$ cat config.mk
export PLATFORM = sky130hd
export DESIGN_NAME = gcode_word_parser
export DESIGN_NICKNAME = d
export VERILOG_FILES = /design/src/rtl/core/gwp_pkg.sv /design/src/rtl/core/gcode_word_parser.sv
export SDC_FILE = /design/constraint.sdc
export NUM_CORES = 1
export LEC_CHECK = 0
export ABC_CLOCK_PERIOD_IN_PS = 3900
export BUFFER_PORTS_ARGS = -buffer_cell sky130_fd_sc_hd__buf_4
export CAP_MARGIN = 40
export CORE_ASPECT_RATIO = 1.1
export CORE_MARGIN = 2
export CORE_UTILIZATION = 40
export CTS_CLUSTER_DIAMETER = 80
export CTS_CLUSTER_SIZE = 28
export DETAILED_ROUTE_END_ITERATION = 7
export PLACE_DENSITY = 0.54
export RECOVER_POWER = 50
export SKIP_LAST_GASP = 1
export SYNTH_ARGS = -nofsm -noshare
export SYNTH_HDL_FRONTEND = slang
export SYNTH_SLANG_ARGS = --single-unit
$ cat constraint.sdc
create_clock -name clk -period 3.9 [get_ports clk]
set_clock_uncertainty 0.05 [all_clocks]
set_input_delay 0.39 -clock clk [delete_from_list [all_inputs] [get_ports clk]]
set_output_delay 0.39 -clock clk [all_outputs]
set_load 0.05 [all_outputs]
$ cat src/rtl/core/gwp_pkg.sv
// Shared types, character codes and field decode for the G-code word parser.
`default_nettype none
package gwp_pkg;

	localparam int MAX_DIGITS_DEF = 8;
	localparam int AXES_DEF       = 3;
	localparam int FIFO_DEPTH     = 4;

	localparam logic [7:0] CH_A     = 8'h41;
	localparam logic [7:0] CH_Z     = 8'h5A;
	localparam logic [7:0] CH_0     = 8'h30;
	localparam logic [7:0] CH_9     = 8'h39;
	localparam logic [7:0] CH_DOT   = 8'h2E;
	localparam logic [7:0] CH_MINUS = 8'h2D;
	localparam logic [7:0] CH_PLUS  = 8'h2B;

	localparam logic [4:0] LT_A = 5'd0;
	localparam logic [4:0] LT_B = 5'd1;
	localparam logic [4:0] LT_F = 5'd5;
	localparam logic [4:0] LT_G = 5'd6;
	localparam logic [4:0] LT_I = 5'd8;
	localparam logic [4:0] LT_J = 5'd9;
	localparam logic [4:0] LT_K = 5'd10;
	localparam logic [4:0] LT_R = 5'd17;
	localparam logic [4:0] LT_V = 5'd21;
	localparam logic [4:0] LT_W = 5'd22;
	localparam logic [4:0] LT_X = 5'd23;
	localparam logic [4:0] LT_Y = 5'd24;
	localparam logic [4:0] LT_Z = 5'd25;

	localparam logic [3:0] TGT_NONE   = 4'd0;
	localparam logic [3:0] TGT_MOTION = 4'd1;
	localparam logic [3:0] TGT_FEED   = 4'd2;
	localparam logic [3:0] TGT_I      = 4'd3;
	localparam logic [3:0] TGT_J      = 4'd4;
	localparam logic [3:0] TGT_K      = 4'd5;
	localparam logic [3:0] TGT_RADIUS = 4'd6;
	localparam logic [3:0] TGT_TLEN   = 4'd7;
	localparam logic [3:0] TGT_TDIA   = 4'd8;
	localparam logic [3:0] TGT_X      = 4'd9;
	localparam logic [3:0] TGT_Y      = 4'd10;
	localparam logic [3:0] TGT_Z      = 4'd11;
	localparam logic [3:0] TGT_A      = 4'd12;
	localparam logic [3:0] TGT_B      = 4'd13;

	localparam logic [1:0] ST_OK         = 2'd0;
	localparam logic [1:0] ST_LETTER_EXP = 2'd1;
	localparam logic [1:0] ST_VALUE_EXP  = 2'd2;
	localparam logic [1:0] ST_OVER_255   = 2'd3;

	localparam logic signed [7:0] EXP_MAX = 8'sd127;
	localparam logic [8:0] IP_SAT  = 9'd256;
	localparam logic [8:0] IP_LIM  = 9'd255;
	localparam logic [8:0] IP_GMAX = 9'd3;

	typedef enum logic [1:0] {
		PH_LETTER,
		PH_AFTER,
		PH_NUMBER,
		PH_SKIP
	} phase_t;

	typedef struct packed {
		logic [7:0] ch;
		logic       line_end;
	} req_t;

	typedef struct packed {
		logic [4:0]        letter;
		logic              negative;
		logic [26:0]       mantissa;
		logic signed [7:0] exponent;
		logic [3:0]        target;
		logic [1:0]        status;
		logic              last;
	} rsp_t;

	function automatic logic [3:0] target_of(input logic [4:0] ltr, input logic neg,
			input logic [8:0] ip, input int axes);
		logic [3:0] t;
		unique case (ltr)
			LT_G: t = (!neg && ip <= IP_GMAX) ? TGT_MOTION : TGT_NONE;
			LT_F: t = TGT_FEED;
			LT_I: t = TGT_I;
			LT_J: t = TGT_J;
			LT_K: t = TGT_K;
			LT_R: t = TGT_RADIUS;
			LT_V: t = TGT_TLEN;
			LT_W: t = TGT_TDIA;
			LT_X: t = TGT_X;
			LT_Y: t = TGT_Y;
			LT_Z: t = TGT_Z;
			LT_A: t = (axes > 3) ? TGT_A : TGT_NONE;
			LT_B: t = (axes > 4) ? TGT_B : TGT_NONE;
			default: t = TGT_NONE;
		endcase
		return t;
	endfunction

endpackage
`default_nettype wire

$ cat src/rtl/core/gcode_word_parser.sv
// Top level of the G-code word parser: character decode, word state and result queue.
//
// Usage: the req channel carries one line character per transfer (ch, line_end);
// the rsp channel returns one parsed G-code word or error per word. Both are
// valid/ready channels. A character is decoded by a single pass of logic into
// the word state registers; each character yields zero, one or two results,
// which are written into a four-entry result queue.
// Results are registered in the queue and presented on rsp from its head.
// Throughput is one character per cycle while the queue has room for two
// results; req_ready drops when fewer than two entries are free, so a stalled
// receiver backs up into the sender after at most four results. Results leave
// at one per cycle while rsp_ready is high; a character that ends a word yields
// two results only when it also raises an error.
// Reset clears the word state to "expect letter" and empties the queue.
// After an error the rest of the line is skipped without results.
`default_nettype none
module gcode_word_parser #(
	parameter int MAX_DIGITS = gwp_pkg::MAX_DIGITS_DEF,
	parameter int AXES       = gwp_pkg::AXES_DEF
) (
	input  wire logic          clk,
	input  wire logic          arst_n,
	input  wire logic          req_valid,
	output logic               req_ready,
	input  wire gwp_pkg::req_t req,
	output logic               rsp_valid,
	input  wire logic          rsp_ready,
	output gwp_pkg::rsp_t      rsp
);

	localparam int CNT_W = $clog2(MAX_DIGITS + 2);
	localparam int PTR_W = $clog2(gwp_pkg::FIFO_DEPTH);
	localparam int FCNT_W = $clog2(gwp_pkg::FIFO_DEPTH + 1);
	localparam logic [CNT_W-1:0] CNT_MAX = CNT_W'(MAX_DIGITS);

	gwp_pkg::phase_t   phase_q, nx_phase;
	logic [4:0]        letter_q, nx_letter;
	logic              sign_q, nx_sign;
	logic [26:0]       val_q, nx_val, dg_val;
	logic signed [7:0] exp_q, nx_exp, dg_exp;
	logic [CNT_W-1:0]  cnt_q, nx_cnt, dg_cnt;
	logic              point_q, nx_point;
	logic [8:0]        ip_q, nx_ip, dg_ip;
	logic              fnz_q, nx_fnz, dg_fnz;

	gwp_pkg::rsp_t     mem_q [gwp_pkg::FIFO_DEPTH];
	logic [PTR_W-1:0]  wptr_q, rptr_q;
	logic [FCNT_W-1:0] fcnt_q;

	gwp_pkg::rsp_t res0, res1, word_r, tl_r;
	logic [1:0]    n_res;
	logic          take, close, accept, pop;
	logic          is_digit, is_letter, is_dot, is_sign;
	logic [3:0]    d;
	logic          keep;
	logic [11:0]   ip_ext, ip_prod;
	logic [4:0]    ch_letter;

	assign accept = req_valid && req_ready;
	assign pop    = rsp_valid && rsp_ready;

	assign is_digit  = req.ch >= gwp_pkg::CH_0 && req.ch <= gwp_pkg::CH_9;
	assign is_letter = req.ch >= gwp_pkg::CH_A && req.ch <= gwp_pkg::CH_Z;
	assign is_dot    = req.ch == gwp_pkg::CH_DOT;
	assign is_sign   = req.ch == gwp_pkg::CH_MINUS || req.ch == gwp_pkg::CH_PLUS;
	assign d         = 4'(req.ch - gwp_pkg::CH_0);
	assign ch_letter = 5'(req.ch - gwp_pkg::CH_A);

	// digit accumulation from the current word state
	always_comb begin
		dg_cnt = (cnt_q <= CNT_MAX) ? cnt_q + CNT_W'(1) : cnt_q;
		keep   = dg_cnt <= CNT_MAX;
		dg_val = val_q;
		dg_exp = exp_q;
		dg_fnz = fnz_q;
		if (keep) begin
			dg_val = 27'({val_q, 3'b000} + {val_q, 1'b0} + {23'd0, d});
			if (point_q) begin
				dg_exp = exp_q - 8'sd1;
				dg_fnz = fnz_q || (d != 4'd0);
			end
		end else if (!point_q && exp_q < gwp_pkg::EXP_MAX) begin
			dg_exp = exp_q + 8'sd1;
		end
		ip_ext  = {3'b000, ip_q};
		ip_prod = {ip_ext[8:0], 3'b000} + {ip_ext[10:0], 1'b0} + {8'd0, d};
		dg_ip   = ip_q;
		if (!point_q) begin
			dg_ip = (ip_prod > 12'(gwp_pkg::IP_SAT)) ? gwp_pkg::IP_SAT : ip_prod[8:0];
		end
	end

	always_comb begin
		nx_phase  = phase_q;
		nx_letter = letter_q;
		nx_sign   = sign_q;
		nx_val    = val_q;
		nx_exp    = exp_q;
		nx_cnt    = cnt_q;
		nx_point  = point_q;
		nx_ip     = ip_q;
		nx_fnz    = fnz_q;
		res0      = '0;
		res1      = '0;
		n_res     = 2'd0;
		take      = 1'b0;
		close     = 1'b0;
		word_r    = '0;
		tl_r      = '0;
		unique case (phase_q)
			gwp_pkg::PH_SKIP: begin
				if (req.line_end) nx_phase = gwp_pkg::PH_LETTER;
			end
			gwp_pkg::PH_LETTER: begin
				take = 1'b1;
			end
			default: begin
				if (is_digit) begin
					nx_val   = dg_val;
					nx_exp   = dg_exp;
					nx_cnt   = dg_cnt;
					nx_ip    = dg_ip;
					nx_fnz   = dg_fnz;
					nx_phase = gwp_pkg::PH_NUMBER;
					close    = req.line_end;
				end else if (is_dot && !point_q) begin
					nx_point = 1'b1;
					nx_phase = gwp_pkg::PH_NUMBER;
					close    = req.line_end;
				end else if (phase_q == gwp_pkg::PH_AFTER && is_sign) begin
					nx_sign  = req.ch == gwp_pkg::CH_MINUS;
					nx_phase = gwp_pkg::PH_NUMBER;
					close    = req.line_end;
				end else if (cnt_q == '0) begin
					res0.letter = letter_q;
					res0.status = gwp_pkg::ST_VALUE_EXP;
					res0.last   = req.line_end;
					n_res       = 2'd1;
					nx_phase    = req.line_end ? gwp_pkg::PH_LETTER : gwp_pkg::PH_SKIP;
				end else begin
					n_res = 2'd1;
					take  = 1'b1;
				end
			end
		endcase

		// word as it stands after this character's update
		word_r.letter   = nx_letter;
		word_r.negative = nx_sign;
		word_r.mantissa = nx_val;
		word_r.exponent = nx_exp;
		word_r.target   = gwp_pkg::target_of(nx_letter, nx_sign, nx_ip, AXES);
		word_r.status   = gwp_pkg::ST_OK;
		if ((nx_letter == gwp_pkg::LT_V || nx_letter == gwp_pkg::LT_W) && !nx_sign &&
				(nx_ip > gwp_pkg::IP_LIM || (nx_ip == gwp_pkg::IP_LIM && nx_fnz))) begin
			word_r.status = gwp_pkg::ST_OVER_255;
		end

		if (close) begin
			nx_phase = gwp_pkg::PH_LETTER;
			n_res    = 2'd1;
			if (nx_cnt != '0) begin
				res0      = word_r;
				res0.last = 1'b1;
			end else begin
				res0.letter = nx_letter;
				res0.status = gwp_pkg::ST_VALUE_EXP;
				res0.last   = 1'b1;
			end
		end else if (take) begin
			if (n_res == 2'd1) res0 = word_r;
			if (is_letter) begin
				tl_r.letter = ch_letter;
				tl_r.status = gwp_pkg::ST_VALUE_EXP;
				tl_r.last   = 1'b1;
				nx_letter   = ch_letter;
				nx_sign     = 1'b0;
				nx_val      = '0;
				nx_exp      = '0;
				nx_cnt      = '0;
				nx_point    = 1'b0;
				nx_ip       = '0;
				nx_fnz      = 1'b0;
				nx_phase    = req.line_end ? gwp_pkg::PH_LETTER : gwp_pkg::PH_AFTER;
			end else begin
				tl_r.status = gwp_pkg::ST_LETTER_EXP;
				tl_r.last   = req.line_end;
				nx_phase    = req.line_end ? gwp_pkg::PH_LETTER : gwp_pkg::PH_SKIP;
			end
			if (!is_letter || req.line_end) begin
				if (n_res == 2'd1) begin
					res1 = tl_r;
				end else begin
					res0 = tl_r;
				end
				n_res = n_res + 2'd1;
			end
		end
	end

	always_ff @(posedge clk or negedge arst_n) begin
		if (!arst_n) begin
			phase_q  <= gwp_pkg::PH_LETTER;
			letter_q <= '0;
			sign_q   <= 1'b0;
			val_q    <= '0;
			exp_q    <= '0;
			cnt_q    <= '0;
			point_q  <= 1'b0;
			ip_q     <= '0;
			fnz_q    <= 1'b0;
		end else if (accept) begin
			phase_q  <= nx_phase;
			letter_q <= nx_letter;
			sign_q   <= nx_sign;
			val_q    <= nx_val;
			exp_q    <= nx_exp;
			cnt_q    <= nx_cnt;
			point_q  <= nx_point;
			ip_q     <= nx_ip;
			fnz_q    <= nx_fnz;
		end
	end

	always_ff @(posedge clk) begin
		if (accept && n_res != 2'd0) begin
			mem_q[wptr_q] <= res0;
			if (n_res == 2'd2) mem_q[wptr_q + PTR_W'(1)] <= res1;
		end
	end

	always_ff @(posedge clk or negedge arst_n) begin
		if (!arst_n) begin
			wptr_q <= '0;
			rptr_q <= '0;
			fcnt_q <= '0;
		end else begin
			if (accept) wptr_q <= wptr_q + PTR_W'(n_res);
			if (pop) rptr_q <= rptr_q + PTR_W'(1);
			fcnt_q <= fcnt_q + (accept ? FCNT_W'(n_res) : FCNT_W'(0)) - FCNT_W'(pop);
		end
	end

	assign req_ready = fcnt_q <= FCNT_W'(gwp_pkg::FIFO_DEPTH - 2);
	assign rsp_valid = fcnt_q != '0;
	assign rsp       = mem_q[rptr_q];

endmodule
`default_nettype wire

==> reports/metrics.yaml, run 1 <==
dp_cells: 1942
cpMaxStageDelayCell: "fa_1"
track_usage: 0.2165
rrSetupSlack_ns: 0.21
n_antenna_cell: 0
gp_congestion: 0.8665
cts_setup_buffers: 0
hpwl_um: 28400
rows: 71
synth_cell_types: 85
ys_seq_area_frac: 0.4176
cts_tree: "built"
rr_startpoint: "ip_q[0]$_DFFE_PN0P_"
pre_cts_ws_ns: 0.004743
dr.pass1.iters: 5
muxShareOfSynthArea: 0.08455
fin_cells: 1970
slew_violations: 0
clock_latency_ns: 0.51
grt_first_pass_wirelength_um: 62110
synth-compound-area-share: 0.1958
grt_pass1_vias: 11030
clk_pin_slew_ns: 0.10
dpl_cell_area_um2: 15170
die_h_um: 199.3
layout-drive-gt1-share: 0.1358
async_flop_share: 0.2529
setup-tns-final_ns: 0
viasPerCell: 5.714
powerDensity_nw_per_um2: 498.1
io_buffers: 62
maxCapViolCount: 0
drc: 0
die-area_um2: 36170
cts_buffer_depth: 3
avgSynthCellArea_um2: 9.536
area_growth_syn_to_layout_pct: 11.90
peakVddDrop_mv: 0.2859
netlist_area_um2: 13870
synth_edf_count: 32
grt_antenna_before_repair: 2
overflow: 0
critical_path.cell_chain: "inv_1 > fa_1 > inv_1 > fa_1 > xor2_1 > or3_1 > nor3_2 > nor4b_4 > o2111ai_2 > a2111oi_4 > nor2_1 > o21ai_1"
slew_headroom: 0.009124
clockRootBuffer: "clkbuf_16"
ys_warn_count: 0
cp_num_buf_inv: 2
p_leak_uw: 0.006182
status: "completed"
finalCriticalPeriod_ns: 3.693
start_util: 0.4054
synthAdderAreaFrac: 0.08121
synth_top_cells_by_count: "177 x nand2_1, 160 x dfxtp_1, 138 x o21ai_1, 122 x nand3_1, 82 x ha_1"
setup_viol: 0
critPathMaxStageDelay_ns: 0.50
synth_nets: 1554
nets: 1623
crit_path_start: "ip_q[0]$_DFFE_PN0P_"
vias: 11260
fin_ws_ns: 0.2067
clkSinkCount: 257
synth_top_cell_by_area: "dfxtp_1"
cts_made_buffers: 16
synth_seq_cells: 257
synth_ff_type: "dfxtp_1"
boundaryPins: 63
coreArea_um2: 34200
fmax_mhz: 270.8
h-tree-depth: 1
crit_family: "simple AND/OR/NAND/NOR gates"
total_power_uw: 7729
synthCells: 1454
worst_pin_slew_ns: 1.486
rsz0062_at_grt: "false"
synth_top_family_by_area: "compound AO/OA/AOI/OAI gates"
grt_max_degree: 46
hold_viol_final: 0
final_area_um2: 15520
cp_data_arrival_time_ns: 4.01
wl_per_cell_um: 19.60
cp_max_fo: 4
ant_nets: 0
yosys.area_share.xor_xnor: 0.02842
synth.top_cells.by_area: "dfxtp_1 23%, dfrtp_1 12%, mux4_2 7.8%, ha_1 7.4%, edfxtp_1 6.9%"
min_from: "req[0]"
chipWidth_um: 181.5
period_share: 0.9470
wl_um: 38610
synthMostInstantiatedCell: "nand2_1"
drt_iter0_drc: 705
crit_path_end_kind: "flop"
setup.worst_path.start_class: "flop"
synth_top_cell_area_share: 0.2310
hp-class: "input pin to flop"
cp_data_required_time_ns: 4.22
synthSimpleGateAreaFrac: 0.1579
critical_path_class: "flop to flop"
[stage by stage]
step                hold WS, ns    util
floorplan               0.04441       -
global placement         0.3811  0.4425
detailed placement       0.2897  0.4437
CTS                     0.09668  0.4611
global route             0.1072  0.4537
finish                   0.1142  0.4537
[worst register-to-register path, stage by stage, from the launching register on]
cell,delay [ns]
dfrtp_1,0.39
inv_1,0.08
fa_1,0.50
inv_1,0.06
fa_1,0.45
xor2_1,0.20
or3_1,0.33
nor3_2,0.20
nor4b_4,0.25
o2111ai_2,0.19
a2111oi_4,0.49
nor2_1,0.18
o21ai_1,0.19
[state kept, by name, indices dropped and copies added (netlist names), 2 cells and up]
| register | count |
|---|---|
| mem_q | 192 |
| val_q | 27 |
| ip_q | 9 |
| exp_q | 8 |
| letter_q | 5 |
| cnt_q | 4 |
| fcnt_q | 3 |
| phase_q | 2 |
| rptr_q | 2 |
| wptr_q | 2 |
[kinds of logic after synthesis]
group | Yosys count
compound gates | 425
xor+xnor | 45
fa+ha+maj | 87
buf+inv | 119
flops | 257
mux | 57
simple gates | 464
[placed cells by master (no fill, tap or decap), types with 22 or more instances in the layout]
cell,instances
xnor2_1,23
nand2_1,177
o21ai_1,130
a21oi_1,48
clkbuf_2,24
nor2_1,63
dfrtp_1,63
inv_1,34
buf_4,70
clkbuf_1,35
dfxtp_1,160
xor2_1,22
o22ai_1,26
ha_1,82
o21ai_0,81
nand3_1,122
edfxtp_1,32
mux4_2,48
a22o_1,39
[final timing paths]
kind / end / cells past startpoint
setup / recovery: mem_q[1][1]$_DFFE_PP_ / 12
hold / removal: phase_q[0]$_DFFE_PN0P_ / 2
setup reg to reg: mem_q[1][1]$_DFFE_PP_ / 12
hold reg to reg: mem_q[3][40]$_SDFFE_PP0P_ / 2
max in group asynchronous: exp_q[7]$_DFFE_PN0P_ / 3
min in group asynchronous: ip_q[1]$_DFFE_PN0P_ / 2
[area by class of cell]
cell class / count / area [um2]
fillers: 3268 / 18690
multi-input cells: 1078 / 7609
flip-flops and latches: 257 / 5793
repair buffers: 134 / 845.8
well taps: 438 / 548.0
clock buffers: 18 / 429.2
clock inverters: 9 / 156.4
inverters: 36 / 135.1
[what timing repair did]
action                                  in CTS  in global routing
hold buffers                                 1                  0
gates resized for setup                      0                  5
endpoints found under the hold margin       24                  0
endpoints found under the setup margin       0                 14
[metal layers]
layer	wire length, um	share of wire	vias to the layer above	global-route usage
met2	18450	0.48	238	0.3760
met5	23	0.00060	-	0
li1	-	-	5497	-
met1	17490	0.45	5457	0.2868
met3	1634	0.042	60	0.02643
met4	1010	0.026	4	0.05721
[where the power goes]
part           total [uW]  switching (uW)  internal (uW)
logic                2600            1690            914
registers            3140             287           2850
clock network        1990            1060            933
total                7730            3030           4700
Note: power is estimated with default switching activity, not from simulation.
==> run 2, diff against run 1 <==
--- a/config.mk
+++ b/config.mk
@@ -5,10 +5,10 @@
 export SDC_FILE = /design/constraint.sdc
 export NUM_CORES = 1
 export LEC_CHECK = 0
+export ABC_AREA = 1
 export ABC_CLOCK_PERIOD_IN_PS = 3900
 export BUFFER_PORTS_ARGS = -buffer_cell sky130_fd_sc_hd__buf_4
 export CAP_MARGIN = 40
-export CORE_ASPECT_RATIO = 1.1
 export CORE_MARGIN = 2
 export CORE_UTILIZATION = 40
 export CTS_CLUSTER_DIAMETER = 80
==> reports/metrics.yaml, run 2 <==
status: "finished, violations left"
violations: "max-capacitance violations, max-slew violations"
rr_startpoint: "phase_q[1]$_DFFE_PN0P_"
h-tree-depth: 1  # unchanged
start_util: 0.4044  # -0.0009844
largest_register: "mem_q"
switching_share: 0.5195  # +0.1270
cts_made_buffers: 15  # -1
synth_cell_types: 49  # -42%
cp_data_arrival_time_ns: 3.26  # -0.75 ns
setup.worst_path.start_class: "flop"
synth.top_cells.by_area: "dfxtp_1 22%, nand2_1 13%, dfrtp_1 11%, o21ai_0 8.0%, nand3_1 7.5%"
n_antenna_cell: 0  # unchanged
vias: 13690  # +22%
track_usage: 0.2385  # +0.02204
grt_pass1_vias: 13000  # +18%
final_cell_mix: "500 x nand2_1, 240 x o21ai_0, 217 x nand3_1, 194 x nor2_1, 160 x dfxtp_1"
reg2reg_depth: 20  # +8
finalCriticalPeriod_ns: 3.698  # +0.004695 ns
synth_ff_type: "dfxtp_1"
cp_max_fo: 34  # +30
gp_congestion: 0.8710  # +0.52%
die-area_um2: 38390  # +6.1%
cts_buffer_depth: 3  # unchanged
clk_pin_slew_ns: 0.10  # about the same
fmax_mhz: 270.4  # -0.13%
period_share: 0.9482  # +0.001204
pre_cts_ws_ns: -0.003325  # -0.008068 ns
synth_top_cell_area_share: 0.2174  # -0.01363
io_buffers: 62  # unchanged
min_from: "req[0]"
chipWidth_um: 195.9  # +7.9%
switchingPower_uw: 6728  # +120%
drt_iter0_drc: 1159  # +64%
timing.rr.end: "mem_q[3][38]$_SDFFE_PP0P_"
worst_pin_slew_ns: 1.591  # +0.1042 ns
netlist_area_um2: 14740  # +6.3%
wl_per_cell_um: 18.04  # -8.0%
ys_seq_area_frac: 0.3930  # -0.02464
fin_ws_ns: 0.2020  # -0.004695 ns
total_power_uw: 12950  # +68%
min_to: "phase_q[0]$_DFFE_PN0P_"
coreArea_um2: 36430  # +6.5%
crit_path_end_kind: "output port"
critPathMaxStageDelay_ns: 0.63  # +0.13 ns
rrSetupSlack_ns: 0.33  # +0.12 ns
final_common_cell: "nand2_1"
crit_family: "buffers and inverters"
boundaryPins: 63  # unchanged
grt_first_pass_wirelength_um: 73520  # +18%
avgSynthCellArea_um2: 7.302  # -23%
hold_viol_final: 0  # unchanged
clockRootBuffer: "clkbuf_16"
die_h_um: 195.9  # -1.7%
synth_edf_count: 32  # unchanged
maxCapViolCount: 1  # +1
ant_nets: 0  # unchanged
dpl_cell_area_um2: 15670  # +3.3%
synth_top_cells_by_count: "495 x nand2_1, 237 x o21ai_0, 220 x nand3_1, 195 x nor2_1, 160 x dfxtp_1"
cp_common_cell: "buf_2"
nets: 2145  # +32%
clkSinkCount: 257  # unchanged
hpwl_um: 31850  # +12%
ys_warn_count: 0  # unchanged
p_leak_uw: 0.007336  # +19%
grt_antenna_before_repair: 1  # -1
intPower_uw: 6222  # +33%
powerDensity_nw_per_um2: 809.0  # +62%
grt_max_degree: 69  # +50%
hp-class: "input pin to flop"
dr.pass1.iters: 5  # unchanged
wl_um: 45470  # +18%
layout-drive-gt1-share: 0.08183  # -0.05394
setup_viol: 0  # unchanged
peakVddDrop_mv: 0.3516  # +23%
rows: 70  # -1.4%
async_flop_share: 0.2529  # unchanged
multi_input_area_um2: 7807  # +2.6%
cpMaxStageDelayCell: "clkbuf_1"
synth_top_cell_by_area: "dfxtp_1"
nFillCells: 3834  # +17%
dp_cells: 2495  # +28%
cp_num_buf_inv: 4  # +2
final_area_um2: 16010  # +3.2%
seq_area_um2: 5792  # about the same
comb_power_share: 0.554  # +0.218
slew_violations: 30  # +30
largestRegisters: "mem_q: 192 flops, val_q: 27 flops, ip_q: 9 flops"
cts_tree: "built"
synth_nets: 2118  # +36%
clock_latency_ns: 0.52  # about the same
critical_path_class: "flop to output port"
p_seq_frac: 0.303  # -0.103
largest_reg_flops: 192  # unchanged
critical_path.cell_chain: "clkbuf_1 > inv_1 > buf_2 > o21ai_0 > o22ai_1 > buf_2"
synthMostInstantiatedCell: "nand2_1"
rsz0062_at_grt: "false"
area_growth_syn_to_layout_pct: 8.627
final_util: 0.4393  # -0.01435
clock_power_share: 0.143  # -0.115
viasPerCell: 5.429  # -5.0%
overflow: 0  # unchanged
hold_depth: 4  # +2
synth_seq_cells: 257  # unchanged
cp_data_required_time_ns: 3.46  # -0.76 ns
drc: 0  # unchanged
slew_headroom: -0.06034  # -0.06946
fin_cells: 2521  # +28%
synthCells: 2018  # +39%
[run 2: worst max path at each step]
stage | slack (ns) | end | from | cells past startpoint
finish | 0.20 | rsp[21] | rptr_q[1]$_DFFE_PN0P_ | 6
global route | 0.0003 | mem_q[2][1]$_DFFE_PP_ | ip_q[0]$_DFFE_PN0P_ | 23
CTS | 0.17 | mem_q[2][1]$_DFFE_PP_ | ip_q[0]$_DFFE_PN0P_ | 21
detailed placement | -0.003 | mem_q[2][1]$_DFFE_PP_ | req[4] | 22
global placement | 0.03 | mem_q[1][1]$_DFFE_PP_ | req[4] | 22
floorplan | 0.62 | fcnt_q[2]$_DFF_PN0_ | fcnt_q[0]$_DFF_PN0_ | 11
[run 2: worst register-to-register path, cell delays in order (launching register included)]
cell,delay [ns]
dfrtp_1,0.42
inv_1,0.08
ha_1,0.19
nand2_1,0.08
o21ai_0,0.14
nor2_4,0.18
nand2_4,0.11
nor2_1,0.31
inv_4,0.07
nand2_1,0.19
nor2_2,0.06
nand2_1,0.06
nand2_1,0.07
inv_1,0.09
nand2_2,0.08
nand2_2,0.11
nand2_2,0.16
inv_1,0.57
buf_4,0.35
nand2_1,0.08
nand2_1,0.08
[run 2: logic make-up (layout without fill, tap and decap cells)]
logic type / after synthesis / after routing / synth area share
xor gates and xnor gates: 39 / 39 / 0.02318
AOI/OAI and AO/OA: 422 / 422 / 0.1550
adders and majority gates: 87 / 87 / 0.07642
buffers and inverters: 250 / 285 / 0.07752
DFF: 257 / 257 / 0.3930
and+or+nand+nor: 963 / 963 / 0.2749
[run 2: power groups by stage]
stage          registers, uW  clock network, uW  logic, uW
2_1_floorplan           3800                  0       5310
3_3_place_gp            3970                  0       7410
3_5_place_dp            3980                  0       7440
4_1_cts                 3920               1890       7470
5_1_grt                 4020               1980       7900
6_report                3920               1850       7170
[run 2: through the flow]
stage	hold slack, ns	setup TNS [ns]
global placement	0.3983	0
finish	0.2477	0
detailed placement	0.2847	-0.003325
floorplan	0.04441	0
global route	0.2847	0
CTS	0.2160	0
[run 2: cell type report]
cell class / count / share of cell area
multi-input combinational: 1511 / 0.4878
inverter: 142 / 0.03346
clock buffer: 16 / 0.02368
sequential: 257 / 0.3618
clock inverter: 9 / 0.007817
timing repair buffer: 118 / 0.04885
tap: 468 / 0.03658
[run 2: per-layer routing]
metal | global-route usage | up-vias | wire (um)
met5 | 0 | - | 14
met4 | 0.04826 | 2 | 847
met3 | 0.03541 | 54 | 2941
met2 | 0.3664 | 393 | 19510
met1 | 0.3552 | 6436 | 22160
li1 | - | 6802 | -
[run 2: what timing repair did]
action | in CTS | in global routing
buffers inserted | 0 | 0
endpoints found under the hold margin | 24 | 0
endpoints found under the setup margin | 0 | 20
gates resized for setup | 0 | 5
hold buffers | 1 | 0
